==> src/rtl/core/pgi_pkg.sv <==
// ----------------------------------------------------------------------------
// pgi_pkg
// Shared types, register indexes and helper functions for the palette
// gradient interpolator pipeline.
// ----------------------------------------------------------------------------
package pgi_pkg;

	// Configuration register indexes
	localparam logic [0:0] REG_MODE      = 1'b0;
	localparam logic [0:0] REG_LAST_STEP = 1'b1;

	// Mode codes; the unused code behaves as MODE_DIV
	localparam logic [1:0] MODE_DIV    = 2'd0;
	localparam logic [1:0] MODE_SHIFT  = 2'd1;
	localparam logic [1:0] MODE_DITHER = 2'd2;

	localparam logic [1:0] MODE_RST      = MODE_DIV;
	localparam logic [7:0] LAST_STEP_RST = 8'd15;

	// Step limit of the sixteen-step shift mode
	localparam logic [7:0] SHIFT_STEPS = 8'd16;

	localparam int LANES  = 3;   // red, green, blue
	localparam int CH_W   = 5;   // channel width incl. dither bit
	localparam int PROD_W = 13;  // channel magnitude times step
	localparam int QUO_W  = 5;   // quotient never exceeds channel magnitude

	// Dither increments by low-bit code; bit 0 red, bit 1 green, bit 2 blue
	localparam logic [LANES-1:0] DITHER_A [8] = '{
		3'b000, 3'b000, 3'b000, 3'b010, 3'b000, 3'b001, 3'b010, 3'b101
	};
	localparam logic [LANES-1:0] DITHER_B [8] = '{
		3'b000, 3'b100, 3'b010, 3'b100, 3'b001, 3'b100, 3'b001, 3'b010
	};

	typedef struct packed {
		logic [14:0] start_color;
		logic [14:0] end_color;
		logic [7:0]  step;
	} pgi_in_t;

	typedef struct packed {
		logic [11:0] color_a;
		logic [11:0] color_b;
	} pgi_out_t;

	// One color channel on its way through the divider
	typedef struct packed {
		logic [CH_W-1:0]   base;
		logic              neg;
		logic [PROD_W-1:0] rem;
		logic [QUO_W-1:0]  quo;
	} pgi_lane_t;

	typedef struct packed {
		logic [1:0]                  mode;
		pgi_lane_t [LANES-1:0]       lane;
	} pgi_div_t;

	// Unscramble a nibble: nibble bit 3 is the channel LSB
	function automatic logic [3:0] unscramble(input logic [3:0] nib);
		return {nib[2:0], nib[3]};
	endfunction

	// Saturate a channel to 15 and scramble it back into a nibble
	function automatic logic [3:0] sat_scramble(input logic [CH_W-1:0] v);
		logic [3:0] u;
		u = (v > 5'd15) ? 4'hF : v[3:0];
		return {u[0], u[3:1]};
	endfunction

endpackage

==> src/rtl/core/pgi_front.sv <==
// ----------------------------------------------------------------------------
// pgi_front
// Stages 1 and 2: unscramble the channels, form sign and magnitude of the
// channel difference, clamp the step, then multiply magnitude by step.
// ----------------------------------------------------------------------------
module pgi_front (
	input  logic              clk,
	input  logic              arst_n,
	input  logic              in_vld,
	input  pgi_pkg::pgi_in_t  in_beat,
	input  logic [1:0]        mode,
	input  logic [7:0]        last_step,
	output logic              vld_s2,
	output pgi_pkg::pgi_div_t beat_s2
);
	import pgi_pkg::*;

	logic [LANES-1:0][CH_W-1:0] s_ch;
	logic [LANES-1:0][CH_W-1:0] e_ch;
	logic [LANES-1:0][CH_W-1:0] mag;
	logic [LANES-1:0]           neg;
	logic [7:0]                 k_clamp;

	logic                       vld_s1;
	logic [1:0]                 mode_s1;
	logic [LANES-1:0][CH_W-1:0] base_s1;
	logic [LANES-1:0][CH_W-1:0] mag_s1;
	logic [LANES-1:0]           neg_s1;
	logic [7:0]                 k_s1;

	logic [LANES-1:0][PROD_W-1:0] prod;
	pgi_div_t                     beat_d;

	// Unscramble, add dither bit in dither mode, take difference
	always_comb begin
		for (int i = 0; i < LANES; i++) begin
			if (mode == MODE_DITHER) begin
				s_ch[i] = {unscramble(in_beat.start_color[11-4*i -: 4]),
					in_beat.start_color[14-i]};
				e_ch[i] = {unscramble(in_beat.end_color[11-4*i -: 4]),
					in_beat.end_color[14-i]};
			end else begin
				s_ch[i] = {1'b0, unscramble(in_beat.start_color[11-4*i -: 4])};
				e_ch[i] = {1'b0, unscramble(in_beat.end_color[11-4*i -: 4])};
			end
			neg[i] = (e_ch[i] < s_ch[i]);
			mag[i] = neg[i] ? (s_ch[i] - e_ch[i]) : (e_ch[i] - s_ch[i]);
		end
	end

	// Clamp the step to the divisor, or to sixteen in shift mode
	always_comb begin
		if (mode == MODE_SHIFT) begin
			k_clamp = (in_beat.step > SHIFT_STEPS) ? SHIFT_STEPS : in_beat.step;
		end else begin
			k_clamp = (in_beat.step > last_step) ? last_step : in_beat.step;
		end
	end

	// Stage 1 and stage 2 valid
	always_ff @(posedge clk or negedge arst_n) begin
		if (!arst_n) begin
			vld_s1 <= 1'b0;
			vld_s2 <= 1'b0;
		end else begin
			vld_s1 <= in_vld;
			vld_s2 <= vld_s1;
		end
	end

	// Stage 1 payload
	always_ff @(posedge clk) begin
		mode_s1 <= mode;
		base_s1 <= s_ch;
		mag_s1  <= mag;
		neg_s1  <= neg;
		k_s1    <= k_clamp;
	end

	// Multiply; shift mode finishes here with a floor shift by four
	always_comb begin
		beat_d.mode = mode_s1;
		for (int i = 0; i < LANES; i++) begin
			prod[i] = PROD_W'(mag_s1[i]) * PROD_W'(k_s1);
			beat_d.lane[i].base = base_s1[i];
			beat_d.lane[i].neg  = neg_s1[i];
			if (mode_s1 == MODE_SHIFT) begin
				beat_d.lane[i].rem = '0;
				if (neg_s1[i]) begin
					beat_d.lane[i].quo = QUO_W'((prod[i] + PROD_W'(15)) >> 4);
				end else begin
					beat_d.lane[i].quo = QUO_W'(prod[i] >> 4);
				end
			end else begin
				beat_d.lane[i].rem = prod[i];
				beat_d.lane[i].quo = '0;
			end
		end
	end

	// Stage 2 payload
	always_ff @(posedge clk) begin
		beat_s2 <= beat_d;
	end

endmodule

==> src/rtl/core/pgi_divider.sv <==
// ----------------------------------------------------------------------------
// pgi_divider
// Pipelined restoring division of the channel products by last_step, one
// quotient bit per stage, most significant first, three lanes side by side.
// ----------------------------------------------------------------------------
module pgi_divider (
	input  logic              clk,
	input  logic              arst_n,
	input  logic              in_vld,
	input  pgi_pkg::pgi_div_t in_beat,
	input  logic [7:0]        last_step,
	output logic              out_vld,
	output pgi_pkg::pgi_div_t out_beat
);
	import pgi_pkg::*;

	logic     vld_s [QUO_W+1];
	pgi_div_t div_s [QUO_W+1];

	assign vld_s[0] = in_vld;
	assign div_s[0] = in_beat;

	for (genvar g = 0; g < QUO_W; g++) begin : g_step
		localparam int Sh = QUO_W - 1 - g;

		logic [PROD_W-1:0] dsh;
		pgi_div_t          nxt;

		assign dsh = PROD_W'({{(PROD_W-8){1'b0}}, last_step} << Sh);

		// Subtract the shifted divisor where it fits, set the quotient bit
		always_comb begin
			nxt = div_s[g];
			for (int i = 0; i < LANES; i++) begin
				if ((last_step != 8'd0) && (div_s[g].lane[i].rem >= dsh)) begin
					nxt.lane[i].rem     = div_s[g].lane[i].rem - dsh;
					nxt.lane[i].quo[Sh] = 1'b1;
				end
			end
		end

		always_ff @(posedge clk or negedge arst_n) begin
			if (!arst_n) begin
				vld_s[g+1] <= 1'b0;
			end else begin
				vld_s[g+1] <= vld_s[g];
			end
		end

		always_ff @(posedge clk) begin
			div_s[g+1] <= nxt;
		end
	end

	assign out_vld  = vld_s[QUO_W];
	assign out_beat = div_s[QUO_W];

endmodule

==> src/rtl/core/pgi_back.sv <==
// ----------------------------------------------------------------------------
// pgi_back
// Final stage: apply the signed quotient to the start channel, split into a
// dithered pair in dither mode, saturate, scramble and register the result.
// ----------------------------------------------------------------------------
module pgi_back (
	input  logic               clk,
	input  logic               arst_n,
	input  logic               in_vld,
	input  pgi_pkg::pgi_div_t  in_beat,
	output logic               done,
	output pgi_pkg::pgi_out_t  result
);
	import pgi_pkg::*;

	logic [LANES-1:0][CH_W-1:0] d_ch;
	logic [LANES-1:0][CH_W-1:0] a_ch;
	logic [LANES-1:0][CH_W-1:0] b_ch;
	logic [2:0]                 code;
	logic [LANES-1:0]           inc_a;
	logic [LANES-1:0]           inc_b;
	pgi_out_t                   res_d;

	// Rebuild the interpolated channel from sign and quotient
	always_comb begin
		for (int i = 0; i < LANES; i++) begin
			if (in_beat.lane[i].neg) begin
				d_ch[i] = in_beat.lane[i].base - in_beat.lane[i].quo;
			end else begin
				d_ch[i] = in_beat.lane[i].base + in_beat.lane[i].quo;
			end
		end
	end

	// Split into a dithered pair by the low bits of the three channels
	always_comb begin
		code  = {d_ch[0][0], d_ch[1][0], d_ch[2][0]};
		inc_a = DITHER_A[code];
		inc_b = DITHER_B[code];
		for (int i = 0; i < LANES; i++) begin
			if (in_beat.mode == MODE_DITHER) begin
				a_ch[i] = {1'b0, d_ch[i][CH_W-1:1]} + CH_W'(inc_a[i]);
				b_ch[i] = {1'b0, d_ch[i][CH_W-1:1]} + CH_W'(inc_b[i]);
			end else begin
				a_ch[i] = d_ch[i];
				b_ch[i] = d_ch[i];
			end
		end
		res_d.color_a = {sat_scramble(a_ch[0]), sat_scramble(a_ch[1]),
			sat_scramble(a_ch[2])};
		res_d.color_b = {sat_scramble(b_ch[0]), sat_scramble(b_ch[1]),
			sat_scramble(b_ch[2])};
	end

	// Output strobe
	always_ff @(posedge clk or negedge arst_n) begin
		if (!arst_n) begin
			done <= 1'b0;
		end else begin
			done <= in_vld;
		end
	end

	// Output payload
	always_ff @(posedge clk) begin
		result <= res_d;
	end

endmodule

==> src/rtl/core/palette_gradient_interpolator.sv <==
// ----------------------------------------------------------------------------
// palette_gradient_interpolator
// Interpolates between two scrambled-nibble palette colors by step number.
//
// Command channel: start with item (start_color, end_color, step) is taken at
// any rising edge where busy is low; busy never rises, so one beat can enter
// every cycle.
// Result channel: done strobes for one cycle with result (color_a, color_b).
// The receiver cannot stall; results must be taken as they appear.
// The result passes through one unpack stage, one multiply stage, five
// division stages (one quotient bit each) and one output stage.
// Throughput is one item per cycle.
// Configuration: cfg_we writes cfg_data into register cfg_idx (0 mode,
// 1 last_step) at the clock edge; write only while no items are in flight.
// Reset clears all valid bits, sets mode to 0 and last_step to 15.
// ----------------------------------------------------------------------------
module palette_gradient_interpolator (
	input  logic              clk,
	input  logic              arst_n,
	input  logic              start,
	output logic              busy,
	input  pgi_pkg::pgi_in_t  item,
	output logic              done,
	output pgi_pkg::pgi_out_t result,
	input  logic              cfg_we,
	input  logic [0:0]        cfg_idx,
	input  logic [7:0]        cfg_data
);
	import pgi_pkg::*;

	logic       [1:0] mode_q;
	logic       [7:0] last_step_q;
	logic             vld_s2;
	pgi_div_t         beat_s2;
	logic             vld_div;
	pgi_div_t         beat_div;

	assign busy = 1'b0;

	// Configuration registers
	always_ff @(posedge clk or negedge arst_n) begin
		if (!arst_n) begin
			mode_q      <= MODE_RST;
			last_step_q <= LAST_STEP_RST;
		end else if (cfg_we) begin
			if (cfg_idx == REG_MODE) begin
				mode_q <= cfg_data[1:0];
			end else begin
				last_step_q <= cfg_data;
			end
		end
	end

	pgi_front u_front (
		.clk       (clk),
		.arst_n    (arst_n),
		.in_vld    (start && !busy),
		.in_beat   (item),
		.mode      (mode_q),
		.last_step (last_step_q),
		.vld_s2    (vld_s2),
		.beat_s2   (beat_s2)
	);

	pgi_divider u_div (
		.clk       (clk),
		.arst_n    (arst_n),
		.in_vld    (vld_s2),
		.in_beat   (beat_s2),
		.last_step (last_step_q),
		.out_vld   (vld_div),
		.out_beat  (beat_div)
	);

	pgi_back u_back (
		.clk     (clk),
		.arst_n  (arst_n),
		.in_vld  (vld_div),
		.in_beat (beat_div),
		.done    (done),
		.result  (result)
	);

endmodule

==> config.mk <==
export PLATFORM = sky130hd
export DESIGN_NAME = palette_gradient_interpolator
export DESIGN_NICKNAME = d
export VERILOG_FILES = /design/src/rtl/core/pgi_pkg.sv /design/src/rtl/core/pgi_front.sv /design/src/rtl/core/pgi_divider.sv /design/src/rtl/core/pgi_back.sv /design/src/rtl/core/palette_gradient_interpolator.sv
export SDC_FILE = /design/constraint.sdc
export NUM_CORES = 1
export LEC_CHECK = 0
export BUFFER_PORTS_ARGS = -buffer_cell sky130_fd_sc_hd__buf_2
export CORE_ASPECT_RATIO = 0.75
export CORE_MARGIN = 3
export CORE_UTILIZATION = 30
export DETAILED_ROUTE_END_ITERATION = 8
export PLACE_DENSITY = 0.43
export SLEW_MARGIN = 20
export SYNTH_ARGS = -nofsm -noshare
export SYNTH_HDL_FRONTEND = slang
export SYNTH_SLANG_ARGS = --single-unit
export TNS_END_PERCENT = 100
==> constraint.sdc <==
create_clock -name clk -period 5.31 [get_ports clk]
set_input_delay 0.531 -clock clk [delete_from_list [all_inputs] [get_ports clk]]
set_output_delay 0.531 -clock clk [all_outputs]
set_load 0.02 [all_outputs]
; After elaboration in Yosys (flattened, before gate mapping)
; Memory sizes are Yosys's and may differ from the RTL's.
; Cells that the tools add are included.
[classes]
add_sub_neg = 33
multipliers = 3
magnitude_cmp = 27
n_eq_ne = 4
mux = 40
bitwise_logic = 2
n_reduce_logical = 18
[ops]
columns = operator, count
row1 = two-way mux 13 bit, 9
row2 = two-way mux 5 bit, 21
row3 = subtractor 5 bit, 9
row4 = two-way mux 14 bit, 3
row5 = >= comparator 13 x 10 -> 1 bit, 3
row6 = >= comparator 13 x 11 -> 1 bit, 3
row7 = >= comparator 13 x 12 -> 1 bit, 3
row8 = >= comparator 13 x 8 -> 1 bit, 3
row9 = >= comparator 13 x 9 -> 1 bit, 3
row10 = multiplier 5 x 8 -> 13 bit, 3
row11 = subtractor 13 x 10 -> 13 bit, 3
row12 = subtractor 13 x 11 -> 13 bit, 3
row13 = subtractor 13 x 12 -> 13 bit, 3
row14 = subtractor 13 x 9 -> 13 bit, 3
row15 = adder 4 x 1 -> 5 bit, 6
row16 = "greater-than comparator 5 x 4 -> 1 bit, second input constant", 6
row17 = "adder 9 x 4 -> 9 bit, second input constant", 3
row18 = two-way mux 8 bit, 3
row19 = adder 5 bit, 3
row20 = logical AND 1 bit, 15
row21 = < comparator 5 bit, 3
row22 = two-way mux 3 bit, 4
row23 = "greater-than comparator 8 x 5 -> 1 bit, second input constant", 1
row24 = greater-than comparator 8 bit, 1
row25 = 7 further kinds, 10
[totals]
register_bits = 490
romBits = 48
inputBits = 51
out_inout_bits = 26
wordCells = 244
memories = 2
[mem_list]
columns = memory, words, word_bits, rd, rd_clocked_by_memory_dff, write_ports, line_no
row1 = (name not given), 8, 3, 1, 0, 0, pgi_back.sv:38  ; inc_a = DITHER_A[code];
row2 = (name not given), 8, 3, 1, 0, 0, pgi_back.sv:39  ; inc_b = DITHER_B[code];

; Longest topological paths before layout
[depth]
word_depth = 9
mapped_depth = 15
depth_no_buf = 14

; Hierarchy
; From an unflattened synthesis, not the netlist that was laid out.
[unflattened]
cells_unflattened = 2740
area_unflattened_um2 = 26985.9
[by_module_without_submodules]
columns = module, n_inst, cells_each, area_each_um2, seq_area_each_um2
row1 = pgi_divider, 1, 1535, 15812.7, 7532.2
row2 = pgi_front, 1, 920, 8619.5, 2392.3
row3 = pgi_back, 1, 261, 2127.0, 505.5
row4 = palette_gradient_interpolator, 1, 24, 426.7, 255.2

; Least setup slack after synthesis
; OpenSTA, ideal clock, no wires.
[synth_timing]
kind = reg2reg
start = reg u_front.k_s1[0]
end = reg, netlist name u_front.beat_s2[39]
setup_ns = 0.078
arrival_time_ns = 3.845
required_time_ns = 5.232
path_slack_ns = 1.387
path_stages_with_launch = 14
path_buffers = 1
synth_period_minus_slack_ns = 3.923
cell_sequence = dfxtp_1 clkbuf_1 nand2_1 fa_1 fa_1 fa_1 inv_1 ha_1 nor2b_1 o31a_1 o31ai_1 a21boi_0 o21a_1 nor3_1
[synth_between]
elab_chain_cells = 1
[synth_rtl]
columns = item, line_no
row1 = from (decl), pgi_front.sv:29  ; logic [7:0] k_s1;
row2 = from (signal assigned), pgi_front.sv:77  ; k_s1 <= k_clamp;
row3 = multiplier 5 x 8 -> 13 bit, pgi_front.sv:84  ; prod[i] = PROD_W'(mag_s1[i]) * PROD_W'(k_s1);
; No other way between the ends.
; A chain may end at the register's enable or synchronous reset.

; Worst setup path after layout
[layout_timing]
start = reg u_front.k_s1[0]
end = reg, netlist name u_front.beat_s2[39]
[layout_between]
elab_chain_cells = 1
[layout_rtl]
columns = item, line_no
row1 = multiplier 5 x 8 -> 13 bit, pgi_front.sv:84
; No other way between the ends.

==> results.sh <==
export IMPL_rr_worst_depth=12
export IMPL_path_max_fanout=18
export IMPL_cts_max_path_buffers=3
export IMPL_hold_slack_ps=154
export IMPL_drc=0
export IMPL_areaGrowthSynthToFinish_pct=14.6
export IMPL_num_vias=16431
export IMPL_yosys_area_top_type="dfxtp_1"
export IMPL_clk_latency_ps=610
export IMPL_min_period_over_period_pct=83.6
export IMPL_async_flop_share_pct=3.67
export IMPL_synthFlopType="dfxtp_1"
export IMPL_relSlewSlack_pct=28.9
export IMPL_cts_tree="built"
export IMPL_clock_skew_ps=18.9
export IMPL_core_sq_mm=0.0780
export IMPL_synth_edf_count=0
export IMPL_track_usage_pct=13.4
export IMPL_grt_pass1_wl_um=89700
export IMPL_numCtsBuffers=51
export IMPL_gp_congestion=0.852
export IMPL_ys_seq_area_share_pct=41.4
export IMPL_cts_max_level=2
export IMPL_critPathCaptureType="flop"
export IMPL_r2r_slack_ps=870
export IMPL_regToRegStartpoint="u_front.k_s1[0]$_DFF_P_"
export IMPL_drt_pass1_iter_count=5
export IMPL_path_clk_slew_ps=70
export IMPL_syn_inst=2346
export IMPL_dp_slack_ps=887
export IMPL_yosysUniqueCellTypes=91
export IMPL_hp_start="cfg_data[5]"
export IMPL_final_hold_viol_count=0
export IMPL_wirelength_um=56600
export IMPL_drt_iter0_markers=767
export IMPL_yosysTopAreaCellShare_pct=39.5
export IMPL_drive_above_1_share_pct=11.1
export IMPL_holdPathEnd="last_step_q[5]$_DFFE_PN0P_"
export IMPL_setup_violations=0
export IMPL_synth_avg_cell_area_sq_um=10.2
export IMPL_holdPathStages=2
export IMPL_drv_slew=0
export IMPL_hpwlAfterDp_um=43300
export IMPL_syn_area_sq_mm=0.0239
export IMPL_holdCritPathClass="in2reg"
export IMPL_grt_pass1_vias=16430
export IMPL_ys_ff_latch=490
export IMPL_overflow=0
export IMPL_start_util_pct=30.7
export IMPL_drtAntennaViolNets=0
export IMPL_rows=88
export IMPL_cp_arrival_ps=4950
export IMPL_post_cts_buffers=0
export IMPL_drv_cap=0
export IMPL_antenna_found_initial=2
export IMPL_dieHeight_um=250
export IMPL_status="complete, no violations"
export IMPL_die_x_um=332
export IMPL_cts_root_buf="clkbuf_16"
export IMPL_syn_num_nets=2717
export IMPL_cts_sinks=490
export IMPL_finalCriticalPeriod_ps=4440
export IMPL_via_per_inst=4.64
export IMPL_critPathRequiredTime_ps=5820
export IMPL_grt_max_degree=34
export IMPL_postCtsResizedCells=0
export IMPL_crit_type="reg2reg"
export IMPL_final_util_pct=35.1
export IMPL_start_kind="flop"
export IMPL_fmax_ghz=0.225
export IMPL_final_common_cell="dfxtp_1"
export IMPL_wl_per_cell_um=16.0
export IMPL_worst_slack_ps=872
export IMPL_worstMarginPinSlew_ps=1060
export IMPL_die_area_sq_mm=0.0832
export IMPL_synth_area_leaders="dfxtp_1 (40%), ha_1 (13%), fa_1 (6.3%)"
export IMPL_port_buffers=75
export IMPL_yosys_warnings=0
export IMPL_rsz0062_at_grt="false"
export IMPL_setup_tns_ps=0
export IMPL_r2r_end="u_front.beat_s2[39]$_SDFF_PN0_"
export IMPL_ios=77
export IMPL_final_cell_mix="dfxtp_1 (472), ha_1 (245), inv_1 (189)"
export IMPL_nNetsFinal=2833
## per-stage QoR
| step | cells | area (sq um) |
|---|---|---|
| floorplan | 2346 | 23900 |
| global placement | 3442 | 25600 |
| detailed placement | 3442 | 25600 |
| CTS | 3538 | 27400 |
| global route | 3538 | 27400 |
| finish | 3539 | 27400 |
## registers in the layout, indices dropped and copies added (netlist names), 2 cells and up
name,flops
u_back.result,24
last_step_q,8
u_front.mode_s1,2
u_div.vld_s,4
u_front.mag_s1,15
u_div.div_s,296
u_front.base_s1,15
u_front.neg_s1,3
u_front.k_s1,8
u_div.out_beat,35
u_front.beat_s2,74
mode_q,2
## worst max-delay path, stage by stage, from the launching register on
cell and delay, ps:
dfxtp_1 700, nand2_1 160, fa_1 530, fa_1 530, fa_1 560, inv_1 40
ha_1 330, nor2b_1 160, o31a_1 270, o31ai_1 480, a21boi_0 210, o21a_1 210
nor3_1 160
## cell usage after synthesis (9+ instances only)
master and number:
xnor2_1 95, and2_1 102, nor3_1 53, a21o_1 37, mux2i_1 36, mux2_2 57
xor2_1 35, mux2_1 12, or2_2 9, nand3_1 25, o31a_1 15, nand2b_1 30
a2111oi_0 9, nand4_1 18, o21bai_1 9, inv_1 189, or3_1 10, nor2b_1 42
a31oi_1 17, a21oi_1 121, dfrtp_1 14, ha_1 245, fa_1 75, o21a_1 43
a211o_1 12, nand2_1 126, dfxtp_1 472, o21ai_0 103, a211oi_1 13, nor4_1 17
and3_1 9, nor2_1 133, clkbuf_1 20
## logic make-up after synthesis
group           after synthesis  synth area share (%)
buf+inv                     222                  3.60
simple gates                615                  13.3
fa+ha+maj                   320                  19.1
compound gates              459                  12.8
xor+xnor                    130                  4.76
flops                       490                  41.4
mux                         109                  5.01
other cells                   1                0.0157
## area by class of cell
| cell class | count | area [sq um] |
|---|---|---|
| timing repair buffer | 96 | 538 |
| clock buffer | 63 | 1380 |
| sequential | 490 | 9900 |
| clock inverter | 31 | 418 |
| multi-input combinational | 1634 | 13200 |
| tap | 1035 | 1290 |
| antenna | 1 | 2.50 |
| fill | 7859 | 50600 |
| inverter | 189 | 709 |
## layer usage
| metal | wire length (um) | up-vias | global-route usage, % |
|---|---|---|---|
| li1 | - | 8369 | - |
| met1 | 29400 | 7737 | 19.3 |
| met2 | 23900 | 246 | 20.6 |
| met3 | 2060 | 79 | 2.26 |
| met4 | 1290 | 0 | 3.74 |
| met5 | 0 | - | 0 |
## timing repair
item	4_1_cts	5_1_grt
hold buffers	2	0
setup endpoints to repair	0	0
endpoints found under the hold margin	15	0
## worst max path at each step
stage | startpoint | end | cells past startpoint
after global placement | u_front.k_s1[0]$_DFF_P_ | u_front.beat_s2[39]$_SDFF_PN0_ | 12
after CTS | u_front.k_s1[0]$_DFF_P_ | u_front.beat_s2[39]$_SDFF_PN0_ | 12
after floorplan | u_front.k_s1[0]$_DFF_P_ | u_front.beat_s2[39]$_SDFF_PN0_ | 13
after detailed placement | u_front.k_s1[0]$_DFF_P_ | u_front.beat_s2[39]$_SDFF_PN0_ | 12
after global routing | u_front.k_s1[0]$_DFF_P_ | u_front.beat_s2[39]$_SDFF_PN0_ | 12
final | u_front.k_s1[0]$_DFF_P_ | u_front.beat_s2[39]$_SDFF_PN0_ | 12
Power is not shown: default switching activity piles up to over one toggle a cycle in this logic, so the estimate is an artifact.
